File: src/hdl/kw1281_pkg.sv
// ----------------------------------------------------------------------------
// kw1281_pkg
// Types, codes and helpers for the KW1281 block link engine.
// ----------------------------------------------------------------------------
package kw1281_pkg;

    typedef enum logic [2:0] {
        OP_LINE    = 3'd0,
        OP_SEND    = 3'd1,
        OP_TICK    = 3'd2,
        OP_CONNECT = 3'd3,
        OP_RECV    = 3'd4,
        OP_DROP    = 3'd5,
        OP_NONE    = 3'd6
    } op_t;

    typedef enum logic [2:0] {
        PH_IDLE = 3'd0,
        PH_SYNC = 3'd1,
        PH_RX   = 3'd2,
        PH_TX   = 3'd3,
        PH_ECHO = 3'd4
    } phase_t;

    typedef enum logic [2:0] {
        ST_OK          = 3'd0,
        ST_ECHO_BAD    = 3'd1,
        ST_COUNTER_BAD = 3'd2,
        ST_TIMEOUT     = 3'd3,
        ST_TOO_LONG    = 3'd4,
        ST_BAD_SYNC    = 3'd5,
        ST_BUSY        = 3'd6
    } status_t;

    localparam logic [1:0] CFG_FIRST_BYTE_TIMEOUT = 2'd0;
    localparam logic [1:0] CFG_BYTE_TIMEOUT       = 2'd1;
    localparam logic [1:0] CFG_MAX_BLOCK_SIZE     = 2'd2;

    localparam logic [15:0] FIRST_BYTE_TIMEOUT_RST = 16'd2000;
    localparam logic [15:0] BYTE_TIMEOUT_RST       = 16'd1000;
    localparam logic [8:0]  MAX_BLOCK_SIZE_RST     = 9'd64;

    localparam logic [1:0] SYNC_LAST_IDX = 2'd2;
    localparam logic [7:0] BYTE_INVERT   = 8'hFF;

    localparam int Q_DEPTH = 2;
    localparam int Q_PTR_W = 1;
    localparam int Q_CNT_W = 2;

    typedef struct packed {
        op_t        op;
        logic [7:0] data;
        logic       last;
    } item_t;

    function automatic logic [7:0] sync_magic(input logic [1:0] idx);
        logic [7:0] m;
        unique case (idx)
            2'd0:    m = 8'h55;
            2'd1:    m = 8'h01;
            default: m = 8'h8A;
        endcase
        return m;
    endfunction

    function automatic logic [15:0] sat_inc16(input logic [15:0] v);
        return (v == 16'hFFFF) ? 16'hFFFF : v + 16'd1;
    endfunction

endpackage

File: src/hdl/kw1281_front.sv
// ----------------------------------------------------------------------------
// kw1281_front
// Input stage: takes items, decodes the mode into an operation, holds one.
// ----------------------------------------------------------------------------
module kw1281_front (
    input  logic               aclk,
    input  logic               aresetn,
    input  logic               s_valid,
    output logic               s_ready,
    input  logic [2:0]         s_mode,
    input  logic [7:0]         s_data,
    input  logic               s_last,
    output logic               push_valid,
    input  logic               push_ready,
    output kw1281_pkg::item_t  push_item
);

    logic              valid_reg, valid_next;
    kw1281_pkg::item_t item_reg, item_next;
    kw1281_pkg::op_t   op_dec;

    always_comb begin
        unique case (s_mode)
            3'd0:    op_dec = kw1281_pkg::OP_LINE;
            3'd1:    op_dec = kw1281_pkg::OP_SEND;
            3'd2:    op_dec = kw1281_pkg::OP_TICK;
            3'd3:    op_dec = kw1281_pkg::OP_CONNECT;
            3'd4:    op_dec = kw1281_pkg::OP_RECV;
            3'd5:    op_dec = kw1281_pkg::OP_DROP;
            default: op_dec = kw1281_pkg::OP_NONE;
        endcase
    end

    assign s_ready = !valid_reg || push_ready;

    always_comb begin
        valid_next = valid_reg;
        item_next  = item_reg;
        if (s_valid && s_ready) begin
            valid_next = 1'b1;
            item_next  = '{op: op_dec, data: s_data, last: s_last};
        end else if (push_ready) begin
            valid_next = 1'b0;
        end
    end

    always_ff @(posedge aclk) begin
        if (!aresetn) begin
            valid_reg <= 1'b0;
        end else begin
            valid_reg <= valid_next;
        end
        item_reg <= item_next;
    end

    assign push_valid = valid_reg;
    assign push_item  = item_reg;

endmodule

File: src/hdl/kw1281_queue.sv
// ----------------------------------------------------------------------------
// kw1281_queue
// Short FIFO of decoded items between the front and back parts.
// ----------------------------------------------------------------------------
module kw1281_queue (
    input  logic               aclk,
    input  logic               aresetn,
    input  logic               push_valid,
    output logic               push_ready,
    input  kw1281_pkg::item_t  push_item,
    output logic               pop_valid,
    input  logic               pop_ready,
    output kw1281_pkg::item_t  pop_item
);

    kw1281_pkg::item_t                 mem [kw1281_pkg::Q_DEPTH];
    logic [kw1281_pkg::Q_PTR_W-1:0]    wr_ptr_reg, wr_ptr_next;
    logic [kw1281_pkg::Q_PTR_W-1:0]    rd_ptr_reg, rd_ptr_next;
    logic [kw1281_pkg::Q_CNT_W-1:0]    count_reg, count_next;
    logic                              do_push, do_pop;

    localparam logic [kw1281_pkg::Q_PTR_W-1:0] PTR_LAST =
        kw1281_pkg::Q_PTR_W'(kw1281_pkg::Q_DEPTH - 1);
    localparam logic [kw1281_pkg::Q_CNT_W-1:0] CNT_FULL =
        kw1281_pkg::Q_CNT_W'(kw1281_pkg::Q_DEPTH);

    assign push_ready = (count_reg != CNT_FULL);
    assign pop_valid  = (count_reg != '0);
    assign do_push    = push_valid && push_ready;
    assign do_pop     = pop_valid && pop_ready;
    assign pop_item   = mem[rd_ptr_reg];

    always_comb begin
        wr_ptr_next = wr_ptr_reg;
        rd_ptr_next = rd_ptr_reg;
        count_next  = count_reg;
        if (do_push) begin
            wr_ptr_next = (wr_ptr_reg == PTR_LAST) ? '0 : wr_ptr_reg + 1'b1;
        end
        if (do_pop) begin
            rd_ptr_next = (rd_ptr_reg == PTR_LAST) ? '0 : rd_ptr_reg + 1'b1;
        end
        if (do_push && !do_pop) begin
            count_next = count_reg + 1'b1;
        end else if (do_pop && !do_push) begin
            count_next = count_reg - 1'b1;
        end
    end

    always_ff @(posedge aclk) begin
        if (!aresetn) begin
            wr_ptr_reg <= '0;
            rd_ptr_reg <= '0;
            count_reg  <= '0;
        end else begin
            wr_ptr_reg <= wr_ptr_next;
            rd_ptr_reg <= rd_ptr_next;
            count_reg  <= count_next;
        end
    end

    always_ff @(posedge aclk) begin
        if (do_push) begin
            mem[wr_ptr_reg] <= push_item;
        end
    end

endmodule

File: src/hdl/kw1281_back.sv
// ----------------------------------------------------------------------------
// kw1281_back
// Link state machine: executes one item per cycle, unless stalled, into the result register.
// ----------------------------------------------------------------------------
module kw1281_back (
    input  logic               aclk,
    input  logic               aresetn,
    input  logic               cfg_we,
    input  logic [1:0]         cfg_index,
    input  logic [15:0]        cfg_data,
    input  logic               pop_valid,
    output logic               pop_ready,
    input  kw1281_pkg::item_t  pop_item,
    output logic               m_valid,
    input  logic               m_ready,
    output logic               m_tx_valid,
    output logic [7:0]         m_tx_byte,
    output logic               m_rx_valid,
    output logic [7:0]         m_rx_byte,
    output logic               m_rx_last,
    output logic [2:0]         m_status,
    output logic [7:0]         m_counter_now,
    output logic               m_link_state,
    output logic [15:0]        m_data_errors,
    output logic [15:0]        m_timeout_errors
);

    // configuration
    logic [15:0] first_to_reg, byte_to_reg;
    logic [8:0]  max_size_reg;

    // link state
    kw1281_pkg::phase_t phase_reg, phase_next;
    logic [8:0]  byte_index_reg, byte_index_next;
    logic [8:0]  exp_len_reg, exp_len_next;
    logic [7:0]  echo_exp_reg, echo_exp_next;
    logic        sync_match_reg, sync_match_next;
    logic [7:0]  block_count_reg, block_count_next;
    logic        link_up_reg, link_up_next;
    logic [15:0] wait_timer_reg, wait_timer_next;
    logic        first_wait_reg, first_wait_next;
    logic [15:0] data_err_reg, data_err_next;
    logic [15:0] timeout_err_reg, timeout_err_next;

    // result register
    logic        out_valid_reg, out_valid_next;
    logic        tx_valid_reg, tx_valid_next;
    logic [7:0]  tx_byte_reg, tx_byte_next;
    logic        rx_valid_reg, rx_valid_next;
    logic [7:0]  rx_byte_reg, rx_byte_next;
    logic        rx_last_reg, rx_last_next;
    kw1281_pkg::status_t status_reg, status_next;

    logic        do_pop, waiting, sync_ok;
    logic [1:0]  sync_idx;
    logic [8:0]  rx_idx, rx_len;
    logic [15:0] timer_inc, limit;

    assign pop_ready = !out_valid_reg || m_ready;
    assign do_pop    = pop_valid && pop_ready;
    assign waiting   = (phase_reg == kw1281_pkg::PH_SYNC) ||
                       (phase_reg == kw1281_pkg::PH_RX) ||
                       (phase_reg == kw1281_pkg::PH_ECHO);

    assign sync_idx  = (byte_index_reg < 9'd2) ? byte_index_reg[1:0]
                                               : kw1281_pkg::SYNC_LAST_IDX;
    assign sync_ok   = sync_match_reg &&
                       (pop_item.data == kw1281_pkg::sync_magic(sync_idx));
    assign rx_idx    = byte_index_reg + 9'd1;
    assign rx_len    = (rx_idx == 9'd1) ? {1'b0, pop_item.data} + 9'd1 : exp_len_reg;
    assign timer_inc = kw1281_pkg::sat_inc16(wait_timer_reg);
    assign limit     = first_wait_reg ? first_to_reg : byte_to_reg;

    always_comb begin
        phase_next       = phase_reg;
        byte_index_next  = byte_index_reg;
        exp_len_next     = exp_len_reg;
        echo_exp_next    = echo_exp_reg;
        sync_match_next  = sync_match_reg;
        block_count_next = block_count_reg;
        link_up_next     = link_up_reg;
        wait_timer_next  = wait_timer_reg;
        first_wait_next  = first_wait_reg;
        data_err_next    = data_err_reg;
        timeout_err_next = timeout_err_reg;
        tx_valid_next    = 1'b0;
        tx_byte_next     = '0;
        rx_valid_next    = 1'b0;
        rx_byte_next     = '0;
        rx_last_next     = 1'b0;
        status_next      = kw1281_pkg::ST_OK;

        if (do_pop) begin
            unique case (pop_item.op)
                kw1281_pkg::OP_LINE: begin
                    priority case (phase_reg)
                        kw1281_pkg::PH_SYNC: begin
                            sync_match_next = sync_ok;
                            byte_index_next = {7'b0, sync_idx} + 9'd1;
                            rx_valid_next   = 1'b1;
                            rx_byte_next    = pop_item.data;
                            wait_timer_next = '0;
                            first_wait_next = 1'b0;
                            if (sync_idx == kw1281_pkg::SYNC_LAST_IDX) begin
                                rx_last_next     = 1'b1;
                                tx_valid_next    = 1'b1;
                                tx_byte_next     = pop_item.data ^ kw1281_pkg::BYTE_INVERT;
                                block_count_next = block_count_reg + 8'd1;
                                phase_next       = kw1281_pkg::PH_IDLE;
                                if (sync_ok) begin
                                    link_up_next = 1'b1;
                                end else begin
                                    status_next   = kw1281_pkg::ST_BAD_SYNC;
                                    data_err_next = kw1281_pkg::sat_inc16(data_err_reg);
                                    link_up_next  = 1'b0;
                                end
                            end
                        end
                        kw1281_pkg::PH_RX: begin
                            byte_index_next = rx_idx;
                            exp_len_next    = rx_len;
                            wait_timer_next = '0;
                            first_wait_next = 1'b0;
                            if (rx_idx == 9'd1 && rx_len > max_size_reg) begin
                                status_next = kw1281_pkg::ST_TOO_LONG;
                                phase_next  = kw1281_pkg::PH_IDLE;
                            end else if (rx_idx == 9'd2 && pop_item.data != block_count_reg) begin
                                status_next   = kw1281_pkg::ST_COUNTER_BAD;
                                data_err_next = kw1281_pkg::sat_inc16(data_err_reg);
                                link_up_next  = 1'b0;
                                phase_next    = kw1281_pkg::PH_IDLE;
                            end else begin
                                rx_valid_next = 1'b1;
                                rx_byte_next  = pop_item.data;
                                if (rx_idx < rx_len) begin
                                    tx_valid_next = 1'b1;
                                    tx_byte_next  = pop_item.data ^ kw1281_pkg::BYTE_INVERT;
                                end else begin
                                    rx_last_next     = 1'b1;
                                    block_count_next = block_count_reg + 8'd1;
                                    phase_next       = kw1281_pkg::PH_IDLE;
                                end
                            end
                        end
                        kw1281_pkg::PH_ECHO: begin
                            if (pop_item.data == echo_exp_reg) begin
                                phase_next = kw1281_pkg::PH_TX;
                            end else begin
                                status_next   = kw1281_pkg::ST_ECHO_BAD;
                                data_err_next = kw1281_pkg::sat_inc16(data_err_reg);
                                link_up_next  = 1'b0;
                                phase_next    = kw1281_pkg::PH_IDLE;
                            end
                        end
                        default: begin
                            // stray byte in idle or between send bytes
                        end
                    endcase
                end
                kw1281_pkg::OP_SEND: begin
                    if (waiting) begin
                        status_next = kw1281_pkg::ST_BUSY;
                    end else begin
                        tx_valid_next = 1'b1;
                        tx_byte_next  = pop_item.data;
                        if (pop_item.last) begin
                            block_count_next = block_count_reg + 8'd1;
                            phase_next       = kw1281_pkg::PH_IDLE;
                        end else begin
                            echo_exp_next   = pop_item.data ^ kw1281_pkg::BYTE_INVERT;
                            phase_next      = kw1281_pkg::PH_ECHO;
                            wait_timer_next = '0;
                            first_wait_next = 1'b0;
                        end
                    end
                end
                kw1281_pkg::OP_TICK: begin
                    if (waiting) begin
                        wait_timer_next = timer_inc;
                        if (timer_inc >= limit) begin
                            status_next      = kw1281_pkg::ST_TIMEOUT;
                            timeout_err_next = kw1281_pkg::sat_inc16(timeout_err_reg);
                            link_up_next     = 1'b0;
                            phase_next       = kw1281_pkg::PH_IDLE;
                        end
                    end
                end
                kw1281_pkg::OP_CONNECT: begin
                    block_count_next = '0;
                    link_up_next     = 1'b0;
                    phase_next       = kw1281_pkg::PH_SYNC;
                    byte_index_next  = '0;
                    sync_match_next  = 1'b1;
                    wait_timer_next  = '0;
                    first_wait_next  = 1'b1;
                end
                kw1281_pkg::OP_RECV: begin
                    if (phase_reg != kw1281_pkg::PH_IDLE) begin
                        status_next = kw1281_pkg::ST_BUSY;
                    end else begin
                        phase_next      = kw1281_pkg::PH_RX;
                        byte_index_next = '0;
                        exp_len_next    = '0;
                        wait_timer_next = '0;
                        first_wait_next = 1'b1;
                    end
                end
                kw1281_pkg::OP_DROP: begin
                    link_up_next = 1'b0;
                    phase_next   = kw1281_pkg::PH_IDLE;
                end
                default: begin
                    // unused modes
                end
            endcase
        end
    end

    always_comb begin
        out_valid_next = out_valid_reg;
        if (do_pop) begin
            out_valid_next = 1'b1;
        end else if (m_ready) begin
            out_valid_next = 1'b0;
        end
    end

    always_ff @(posedge aclk) begin
        if (!aresetn) begin
            first_to_reg    <= kw1281_pkg::FIRST_BYTE_TIMEOUT_RST;
            byte_to_reg     <= kw1281_pkg::BYTE_TIMEOUT_RST;
            max_size_reg    <= kw1281_pkg::MAX_BLOCK_SIZE_RST;
            phase_reg       <= kw1281_pkg::PH_IDLE;
            byte_index_reg  <= '0;
            exp_len_reg     <= '0;
            echo_exp_reg    <= '0;
            sync_match_reg  <= 1'b1;
            block_count_reg <= '0;
            link_up_reg     <= 1'b0;
            wait_timer_reg  <= '0;
            first_wait_reg  <= 1'b0;
            data_err_reg    <= '0;
            timeout_err_reg <= '0;
            out_valid_reg   <= 1'b0;
        end else begin
            if (cfg_we) begin
                unique case (cfg_index)
                    kw1281_pkg::CFG_FIRST_BYTE_TIMEOUT: first_to_reg <= cfg_data;
                    kw1281_pkg::CFG_BYTE_TIMEOUT:       byte_to_reg  <= cfg_data;
                    kw1281_pkg::CFG_MAX_BLOCK_SIZE:     max_size_reg <= cfg_data[8:0];
                    default: begin
                        // index beyond the register list: ignored
                    end
                endcase
            end
            phase_reg       <= phase_next;
            byte_index_reg  <= byte_index_next;
            exp_len_reg     <= exp_len_next;
            echo_exp_reg    <= echo_exp_next;
            sync_match_reg  <= sync_match_next;
            block_count_reg <= block_count_next;
            link_up_reg     <= link_up_next;
            wait_timer_reg  <= wait_timer_next;
            first_wait_reg  <= first_wait_next;
            data_err_reg    <= data_err_next;
            timeout_err_reg <= timeout_err_next;
            out_valid_reg   <= out_valid_next;
        end
    end

    // result payload, loaded with each executed item
    always_ff @(posedge aclk) begin
        if (do_pop) begin
            tx_valid_reg <= tx_valid_next;
            tx_byte_reg  <= tx_byte_next;
            rx_valid_reg <= rx_valid_next;
            rx_byte_reg  <= rx_byte_next;
            rx_last_reg  <= rx_last_next;
            status_reg   <= status_next;
        end
    end

    // state outputs follow the state registers, which move only on a pop
    assign m_valid          = out_valid_reg;
    assign m_tx_valid       = tx_valid_reg;
    assign m_tx_byte        = tx_byte_reg;
    assign m_rx_valid       = rx_valid_reg;
    assign m_rx_byte        = rx_byte_reg;
    assign m_rx_last        = rx_last_reg;
    assign m_status         = status_reg;
    assign m_counter_now    = block_count_reg;
    assign m_link_state     = link_up_reg;
    assign m_data_errors    = data_err_reg;
    assign m_timeout_errors = timeout_err_reg;

endmodule

File: src/hdl/kw1281_block_link_unit.sv
// ----------------------------------------------------------------------------
// kw1281_block_link_unit
// Byte-level KW1281 link engine: sync, block receive and block send.
// ----------------------------------------------------------------------------
// Input channel s_*: one event per item (mode, data, last): line byte, host
// send byte, tick, connect, receive block or drop link.
// Result channel m_*: exactly one result item per input item, in order,
// giving the byte to transmit, the byte delivered to the host, a status
// code, the block counter, the link state and the two error counts.
// Configuration: cfg_we/cfg_index/cfg_data write the timeouts and the
// maximum block size; write them only while idle.
// Throughput is one item per cycle while the receiver takes results; the
// link state machine in the back part updates once per item. An accepted
// item passes the input register, the item queue and the result register.
// When the receiver stalls the result register holds, the queue and input
// register fill, and s_ready falls after at most three more items.
// Reset (aresetn low, synchronous) empties the pipeline, restores the
// register defaults and leaves the link down in idle.
// ----------------------------------------------------------------------------
module kw1281_block_link_unit (
    input  logic        aclk,
    input  logic        aresetn,
    input  logic        cfg_we,
    input  logic [1:0]  cfg_index,
    input  logic [15:0] cfg_data,
    input  logic        s_valid,
    output logic        s_ready,
    input  logic [2:0]  s_mode,
    input  logic [7:0]  s_data,
    input  logic        s_last,
    output logic        m_valid,
    input  logic        m_ready,
    output logic        m_tx_valid,
    output logic [7:0]  m_tx_byte,
    output logic        m_rx_valid,
    output logic [7:0]  m_rx_byte,
    output logic        m_rx_last,
    output logic [2:0]  m_status,
    output logic [7:0]  m_counter_now,
    output logic        m_link_state,
    output logic [15:0] m_data_errors,
    output logic [15:0] m_timeout_errors
);

    logic              push_valid, push_ready;
    kw1281_pkg::item_t push_item;
    logic              pop_valid, pop_ready;
    kw1281_pkg::item_t pop_item;

    kw1281_front u_front (
        .aclk       (aclk),
        .aresetn    (aresetn),
        .s_valid    (s_valid),
        .s_ready    (s_ready),
        .s_mode     (s_mode),
        .s_data     (s_data),
        .s_last     (s_last),
        .push_valid (push_valid),
        .push_ready (push_ready),
        .push_item  (push_item)
    );

    kw1281_queue u_queue (
        .aclk       (aclk),
        .aresetn    (aresetn),
        .push_valid (push_valid),
        .push_ready (push_ready),
        .push_item  (push_item),
        .pop_valid  (pop_valid),
        .pop_ready  (pop_ready),
        .pop_item   (pop_item)
    );

    kw1281_back u_back (
        .aclk             (aclk),
        .aresetn          (aresetn),
        .cfg_we           (cfg_we),
        .cfg_index        (cfg_index),
        .cfg_data         (cfg_data),
        .pop_valid        (pop_valid),
        .pop_ready        (pop_ready),
        .pop_item         (pop_item),
        .m_valid          (m_valid),
        .m_ready          (m_ready),
        .m_tx_valid       (m_tx_valid),
        .m_tx_byte        (m_tx_byte),
        .m_rx_valid       (m_rx_valid),
        .m_rx_byte        (m_rx_byte),
        .m_rx_last        (m_rx_last),
        .m_status         (m_status),
        .m_counter_now    (m_counter_now),
        .m_link_state     (m_link_state),
        .m_data_errors    (m_data_errors),
        .m_timeout_errors (m_timeout_errors)
    );

endmodule

File: config.mk
export PLATFORM = sky130hd
export DESIGN_NAME = kw1281_block_link_unit
export DESIGN_NICKNAME = d
export VERILOG_FILES = /design/src/hdl/kw1281_pkg.sv /design/src/hdl/kw1281_front.sv /design/src/hdl/kw1281_queue.sv /design/src/hdl/kw1281_back.sv /design/src/hdl/kw1281_block_link_unit.sv
export SDC_FILE = /design/constraint.sdc
export NUM_CORES = 1
export LEC_CHECK = 0
export ABC_AREA = 1
export BUFFER_PORTS_ARGS = -buffer_cell sky130_fd_sc_hd__buf_2
export CAP_MARGIN = 25
export CORE_MARGIN = 2
export CORE_UTILIZATION = 35
export CTS_BUF_LIST = sky130_fd_sc_hd__clkbuf_16
export DETAILED_ROUTE_END_ITERATION = 6
export SYNTH_ARGS = -nofsm -noshare
export SYNTH_HDL_FRONTEND = slang
export SYNTH_SLANG_ARGS = --single-unit
File: constraint.sdc
create_clock -name aclk -period 8.6 [get_ports aclk]
set_clock_uncertainty 0.15 [all_clocks]
set_input_delay 1.72 -clock aclk [delete_from_list [all_inputs] [get_ports aclk]]
set_output_delay 1.72 -clock aclk [all_outputs]
set_load 0.1 [all_outputs]
# After elaboration in Yosys (flattened, before gate mapping)
# Memories as Yosys holds them, arrays and structs flattened. A register that Yosys moved wholly into a read port is not among the register bits.
# Index checks and enable logic that the tools add are counted.
# W data, S select, Z words.
# word_totals
reg_bits,169
in_bits,35
elab_cells,254
mem_bits_rw,24
mem_count,1
# mem_list
name,words,word_bits,read_ports,rd_clocked_by_memory_dff,wr,line,rtl
u_queue.mem,2,12,1,1,1,kw1281_queue.sv:16,kw1281_pkg::item_t mem [kw1281_pkg::Q_DEPTH];
# classes
order_cmp,4
reduce_logical,50
bitwise_logic,3
n_addsub,11
mux,108
eq_ne,49
# op_table
operator,n
$mux W16,14
$mux W8,13
$pmux W16 S5,1
$pmux W8 S2,5
$add A16 B1 Y16 const B,3
$eq A16 B16 Y1 const B,3
$pmux W16 S3,1
$mux W3,15
$pmux W3 S6,2
$pmux W9 S2,2
$mux W1,33
$mux W9,3
$pmux W9 S3,1
$reduce_and A9 Y1,3
$pmux W8 S3,1
$ne A2 B2 Y1 const B,11
$ne A3 B3 Y1 const B,6
$pmux W3 S3,2
$eq A8 B8 Y1,2
$ge A16 B16 Y1,1
$reduce_and A4 Y1,4
$eq A3 B2 Y1 const B,5
$eq A3 B3 Y1 const B,5
$reduce_bool A3 Y1,5
other kinds (42),84

# Longest topological paths before layout
# Gate-level depths: netlist of run 1.
# depth
ltp_word,10
depth_mapped,25
depth_no_buf,24

# Cells and area by module
# From an unflattened synthesis of run 1, not the netlist that was laid out.
# hier_totals
cells_unflattened,1488
hier_area_um2,11129.4
# by_module_without_submodules
mod,seq_area_each_um2,area_per_inst_um2,n_inst,cells_each
kw1281_back,3263.1,9546.7,1,1392
kw1281_queue,820.8,1156.1,1,74
kw1281_front,380.4,426.7,1,22

# Worst setup path after synthesis of run 1
# No wires, ideal clock.
# synth_path
path_kind,in2reg
startpoint,input port m_ready
endpoint,register u_back.data_err_reg[11] (netlist: u_back.m_data_errors[11])
path_slack_ns,4.035
setup_ns,0.070
cell_stages,9
arrival_time_ns,4.345
cell_sequence,nor2_1 > a21oi_1 > inv_1 > nor2_1 > nand3b_4 > nor2_8 > buf_6 > nand2_1 > a21oi_1
# synth_via
elab_chain_len,3
# synth_rtl
item,line,rtl
start: declaration,kw1281_block_link_unit.sv:32,"input logic m_ready,"
$logic_or A1 B1 Y1,kw1281_back.sv:59,assign pop_ready = !out_valid_reg || m_ready;
$logic_and A1 B1 Y1,kw1281_back.sv:60,assign do_pop = pop_valid && pop_ready;
net u_back.do_pop,kw1281_back.sv:54,"logic do_pop, waiting, sync_ok;"
$reduce_and A8 Y1 (no line),-,
end signal: assignment,kw1281_back.sv:265,data_err_reg <= data_err_next;
end: declaration,kw1281_back.sv:42,"logic [15:0] data_err_reg, data_err_next;"
# The timed path passes the listed nets, and every way through them passes these cells.
# A chain may end at the register's enable or synchronous reset.

==> run_results.csv, run 1 <==
group,metric,value,unit
die,rows,64,
routing,wl,27.9,mm
timing,fin_tns_setup,0,ns
timing,setup_violations,0,
layout,final_cell_mix,"274 x nand2_1, 155 x nor2_1, 152 x inv_1",
hold_path,min_path_type,"reg -> reg",
status,violations,"DRC",
clocking,htree_levels,4,
grt,grt_max_degree,72,
clocking,numCtsBuffers,17,
synth,netlist.top_cell.by_area,"dfxtp_1",
die,core,30500,um^2
placement,io_buffers,99,
clocking,cts.sinks,194,
clocking,cts_resized,0,
layout,antennaDiodeCount,0,
die,die-area,32300,um^2
layout,fin_nets,1574,
grt,grt_pass1_vias,8966,
clocking,clk-insertion-delay-late,0.46,ns
synth,yosysSeqAreaShare,41.3,%
synth,ys_seq_elements,194,
synth,synthAdderAreaFrac,5.09,%
routing,ant_nets,0,
synth,synth_compound_area_share,15.5,%
synth,synthTopCellsByArea,"dfxtp_1 25%, edfxtp_1 16%, nand2_1 9.5%",
routing,vias,9568,
timing,holdWs,0.302,ns
routing,detail_route.wl_per_cell,14.7,um
timing,final_hold_viol_count,0,
synth,synth_area,10800,um^2
grt,gr-total-overflow,0,
synth,synth_ff_type,"dfxtp_1",
timing,clock.fmax,0.212,GHz
power_and_ir_drop,internal_power,2130,uW
synth,yosys.area_share.simple,26.6,%
power_and_ir_drop,p_seq_share,28.1,%
synth,synth_edf_count,58,
grt,grt_pass1_wl,46.1,mm
setup_path,worst_r2r_endpoint,"u_back.m_counter_now[5]$_SDFFE_PN0P_",
synth,ys_warn_count,0,
setup_path,reg2reg_slack,3.89,ns
setup_path,worst-path-max-fanout,21,
synth,async_reset_ff_share,0,%
routing,via_per_inst,5.03,
die,start_util,35.4,%
clocking,tritoncts,"built",
status,status,"finished with violations",
placement,place.gp.congestion,0.906,
synth,syn_inst,1406,
setup_path,cp-start-kind,"flop",
clocking,hold_buffers,0,
layout,layout_commonest_cell,"nand2_1",
clocking,root_buffer,"clkbuf_16",
synth,yosysUniqueCellTypes,59,
placement,place_hpwl,20.5,mm
power_and_ir_drop,p_sw,2200,uW
timing,timing.slew.headroom,33.9,%
power_and_ir_drop,power,4330,uW
grt,grt_usage,17.4,%
synth,synth.mux.area_fraction,1.39,%
setup_path,r2r_cells,24,
layout,largest_reg_flops,24,
layout,fillerInstances,3138,
power_and_ir_drop,p_sw_share,50.8,%
setup_path,crit_path_end,"u_back.m_counter_now[5]$_SDFFE_PN0P_",
timing,fin_crit_sh,54.8,%
routing,dr.pass1.iters,7,
power_and_ir_drop,p_clk_share,18.9,%
die,ioPinCount,100,
setup_path,critPathKind,"reg -> reg",
setup_path,worst_ep_required_time,8.80,ns
synth,synth_nets,1485,
die,dieHeight,180,um
power_and_ir_drop,total_leakage_power,0.00506,uW
power_and_ir_drop,ir_drop,0.162,mV
power_and_ir_drop,pwr-share-comb,53.0,%
layout,drive_above_1_share,15.1,%
layout,area_growth_syn_to_layout,13.9,%
routing,drc_errors,4,
clocking,cts_setup_buffers,0,
clocking,clkSlewWorstSetupHoldPaths,0.08,ns
setup_path,crit_path_end_kind,"flop",
timing,fin_crit,4.71,ns
job,maxCapViolations,0,
die,die_w,180,um
synth,synth_top_family_by_area,"simple AND/OR/NAND/NOR gates",
synth,netlist.area_leader.share,25.2,%
power_and_ir_drop,power_density,352,nW/um^2
layout,post-route-util,40.3,%
grt,antenna_found_initial,0,
timing,rsz0062_at_grt,"no",
setup_path,arrival,4.91,ns
synth,yosys.area_share.xor_xnor,2.19,%
routing,initialDrtViolationCount,700,
synth,synth.avg_cell_area,7.69,um^2
layout,top_register,"u_queue.mem",
timing,tightest_slew,0.991,ns
timing,slew_violations,0,
clocking,clock_path_buffers,2,
## critical path, cell delays in order (launching register included)
cell and delay [ns]:
dfxtp_1 0.52, buf_16 0.22, nand2_1 0.08, o21ai_2 0.17, inv_1 0.17, nor3_2 0.24, nand3_1 0.15, nor2_1 0.17
nand2_1 0.08, xor2_1 0.15, nand2_1 0.07, o21ai_1 0.11, inv_1 0.09, ha_1 0.30, nand2_1 0.08, nor2_1 0.15
nand2_1 0.07, o211ai_1 0.22, nand4_1 0.21, o21ai_2 0.44, a21oi_2 0.16, nand2_1 0.34, inv_1 0.12, nor2_1 0.11
nor2_1 0.05
## power by group through the flow
stage                     Clock, uW  Combinational (uW)  Sequential (uW)
after CTS                       837                2250             1240
after global routing            872                2510             1230
after detailed placement          0                2250             1260
final                           818                2290             1220
after global placement            0                2200             1270
after floorplan                   0                1310             1680
## metal layers
| metal | wire length, um | up-vias | track usage, % |
|---|---|---|---|
| met5 | 0 | - | 0 |
| met4 | 301 | 0 | 4.26 |
| met3 | 1500 | 21 | 2.94 |
| met2 | 12600 | 253 | 27.9 |
| met1 | 13500 | 4400 | 24.4 |
| li1 | - | 4894 | - |
## cell usage after synthesis (22+ instances only)
master / n
a21oi_1: 127
clkbuf_1: 30
dfxtp_1: 136
edfxtp_1: 58
ha_1: 44
inv_1: 151
nand2_1: 274
nand3_1: 80
nor2_1: 155
nor3_1: 36
o21ai_0: 92
xor2_1: 22
## layout make-up
cell class | count | area (um^2) | share of cell area [%]
Clock buffer | 17 | 425 | 3.46
Sequential cell | 194 | 4460 | 36.3
Tap cell | 396 | 495 | 4.03
Timing Repair Buffer | 111 | 629 | 5.12
Inverter | 164 | 621 | 5.04
Clock inverter | 15 | 170 | 1.38
Multi-Input combinational cell | 1007 | 5500 | 44.7
## worst min-delay path by stage
stage	slack (ns)	end	start	cells after the start
6_report	0.30	u_queue.mem[0][6]$_DFFE_PP_	u_front.push_item[6]$_DFFE_PP_	0
5_1_grt	0.32	u_queue.mem[1][10]$_DFFE_PP_	u_front.push_item[10]$_DFFE_PP_	0
4_1_cts	0.30	u_queue.mem[1][7]$_DFFE_PP_	u_front.push_item[7]$_DFFE_PP_	0
3_5_place_dp	0.28	u_queue.mem[1][7]$_DFFE_PP_	u_front.push_item[7]$_DFFE_PP_	0
3_3_place_gp	0.28	u_queue.mem[0][6]$_DFFE_PP_	u_front.push_item[6]$_DFFE_PP_	0
2_1_floorplan	0.27	u_queue.mem[0][0]$_DFFE_PP_	u_front.push_item[0]$_DFFE_PP_	0
## through the flow
step                instances  instance area [um^2]  setup WS (ns)
detailed placement       1870                 11700           3.44
global placement         1867                 11600           3.65
global route             1904                 12300           3.43
CTS                      1902                 12300           3.43
floorplan                1406                 10800           4.04
finish                   1904                 12300           3.89
## kinds of logic after synthesis
logic type | Yosys count
xor+xnor | 27
mux | 15
flops | 194
compound gates | 289
buf+inv | 205
simple gates | 632
fa+ha+maj | 44
Power figures use the tool's default switching activity.
==> run 2: changes to the inputs <==
ABC_AREA = 0   (was 1)
clock period = 4.91 ns   (was 8.6 ns; I/O delays follow)
==> run 2 against run 1 <==
Against the previous run: the run now ends clean; first-iteration DRC count is 20% lower; register-to-register slack worse by 3.6 ns; cell count is 14% lower; clock power is 69% higher; sequential power is 56% higher; setup slack worse by 3.6 ns; count of clock-buffer cells in the layout is 2 higher; critical path depth is 7 lower; sequential cell count stayed put; design area is 1.4% lower; global-route usage is 0.076 points higher; via count is 7.8% lower; critical path type unchanged; largest cell class unchanged; largest power group is now sequential cells.
==> run_results.csv, run 2 <==
group,metric,value,unit
status,status,"completed",
timing,tightest_slew,0.977,ns
clocking,clkSlewWorstSetupHoldPaths,0.07,ns
synth,ys_seq_elements,194,
routing,vias,8826,
clocking,tritoncts,"built",
setup_path,slowest_delay,0.49,ns
grt,gr-total-overflow,0,
setup_path,critPathKind,"reg -> reg",
grt,grt_pass1_vias,8213,
synth,yosysUniqueCellTypes,91,
layout,post-route-util,41.0,%
layout,layout_commonest_cell,"nand2_1",
setup_path,crit_slowest_cell,"or3_1",
clocking,clock_path_buffers,2,
die,core,29600,um^2
layout,fin_nets,1321,
layout,drive_above_1_share,19.0,%
die,start_util,35.4,%
placement,place_hpwl,19.5,mm
timing,slew_violations,0,
placement,pre_cts_ws,0.0509,ns
setup_path,reg2reg_slack,0.33,ns
routing,detail_route.wl_per_cell,16.4,um
die,die-area,31300,um^2
routing,via_per_inst,5.36,
clocking,htree_levels,4,
setup_path,worst-path-max-fanout,7,
synth,netlist.top_cell.by_area,"dfxtp_1",
clocking,numCtsBuffers,17,
setup_path,worst-path-stages,17,
timing,fin_tns_setup,0,ns
synth,async_reset_ff_share,0,%
placement,place.gp.congestion,0.890,
die,die_w,177,um
placement,io_buffers,99,
setup_path,crit_path_end_kind,"flop",
clocking,root_buffer,"clkbuf_16",
setup_path,critical_path_buf_inv_count,1,
setup_path,critical-path-top-delay-family,"simple AND/OR/NAND/NOR gates",
setup_path,cp-start-kind,"flop",
grt,grt_usage,17.5,%
clocking,clk-insertion-delay-late,0.44,ns
power_and_ir_drop,ir_drop,0.249,mV
routing,initialDrtViolationCount,559,
clocking,cts.sinks,194,
timing,fin_crit_sh,93.2,%
timing,layout_setup_ws,0.331,ns
synth,yosysSeqAreaShare,42.7,%
routing,drc_errors,0,
power_and_ir_drop,power_density,425,nW/um^2
grt,grt_pass1_wl,43.4,mm
timing,timing.slew.headroom,34.4,%
synth,synth_most_common_cell,"dfxtp_1",
synth,yosys-top-cells-count,"136 x dfxtp_1, 135 x nand2_1, 112 x nor2_1",
hold_path,hold_depth,0,
layout,fillerInstances,2968,
routing,ant_nets,0,
die,dieHeight,177,um
clocking,hold_buffers,0,
routing,wl,27.0,mm
job,maxCapViolations,0,
timing,holdWs,0.295,ns
grt,grt_max_degree,70,
hold_path,min_path_type,"reg -> reg",
setup_path,r2r_cells,17,
synth,netlist.area_leader.share,26.0,%
timing,setup_violations,0,
die,rows,63,
synth,synth_nets,1223,
timing,clock.fmax,0.218,GHz
timing,fin_crit,4.58,ns
timing,rsz0062_at_grt,"no",
timing,final_hold_viol_count,0,
synth,synth_area,10500,um^2
layout,top_register,"u_queue.mem",
layout,final_cell_mix,"134 x nand2_1, 130 x dfxtp_1, 112 x nor2_1",
die,ioPinCount,100,
synth,synthTopCellsByArea,"dfxtp_1 26%, edfxtp_1 17%, ha_1 5.3%",
synth,ys_warn_count,0,
synth,synth_ff_type,"dfxtp_1",
synth,synth.avg_cell_area,9.14,um^2
layout,largest_reg_flops,24,
setup_path,arrival,4.78,ns
synth,synth_edf_count,58,
synth,syn_inst,1144,
grt,antenna_found_initial,1,
layout,area_growth_syn_to_layout,16.0,%
setup_path,path_cells,"ha_2 > nand3_1 > and2_1 > o211ai_1 > nor2_1 > nand2_2 > mux2_2 > ha_1 > and4_1 > nor2b_1 > o311a_1 > nor4_1 > buf_4 > o21ba_1 > o21ai_2 > or3_1 > o41ai_2",
setup_path,worst_ep_required_time,5.11,ns
power_and_ir_drop,total_leakage_power,0.00479,uW
routing,dr.pass1.iters,5,
[run 2: cell families (layout without fill, tap and decap cells)]
logic type | Yosys count | after routing | synth area share (%)
buffers and inverters | 97 | 208 | 3.91
xor gates and xnor gates | 48 | 48 | 4.02
adders and majority gates | 44 | 44 | 5.27
AOI/OAI and AO/OA | 260 | 260 | 17.0
muxes | 62 | 62 | 6.69
other | 0 | 1 | 0
DFF | 194 | 194 | 42.7
and+or+nand+nor | 439 | 439 | 20.4
[run 2: metal layers]
layer	global-route usage, %	share of wire, %
met4	4.68	1.2
met5	0	0
met1	25.0	49
met2	27.0	45
met3	3.18	4.5
[run 2: timing repair]
action / in CTS / in global routing
resized for setup: 0 / 15
setup endpoints to repair: 0 / 44
buffers inserted: 0 / 2
[run 2: final timing paths]
| kind | start | endpoint |
|---|---|---|
| setup reg to reg | u_back.byte_index_reg[1]$_SDFFE_PN0P_ | u_back.m_counter_now[7]$_SDFFE_PN0P_ |
| hold reg to reg | u_front.push_item[4]$_DFFE_PP_ | u_queue.mem[1][4]$_DFFE_PP_ |
| setup / recovery | u_back.byte_index_reg[1]$_SDFFE_PN0P_ | u_back.m_counter_now[7]$_SDFFE_PN0P_ |
| hold / removal | u_front.push_item[4]$_DFFE_PP_ | u_queue.mem[1][4]$_DFFE_PP_ |
[run 2: cell type report]
class | instances | area, um^2 | share of cell area [%]
Clock buffer | 19 | 475 | 3.92
Tap cell | 390 | 488 | 4.02
Antenna cell | 1 | 2.50 | 0.0206
Clock inverter | 13 | 106 | 0.877
Multi-Input combinational cell | 853 | 5640 | 46.5
Timing Repair Buffer | 138 | 805 | 6.63
Inverter | 38 | 143 | 1.18
Sequential cell | 194 | 4470 | 36.9
[run 2: report_power, final]
group	switching [uW]	total [uW]	internal (uW)
sequential	82.6	1900	1820
combinational	1340	1880	537
clock	619	1380	757
[run 2: per-stage QoR]
stage               total power [uW]  cell area (um^2)  std cells
floorplan                       3360             10500       1144
global placement                3800             11500       1610
detailed placement              3810             11500       1611
CTS                             5200             12100       1643
global route                    5410             12100       1646
finish                          5160             12100       1646
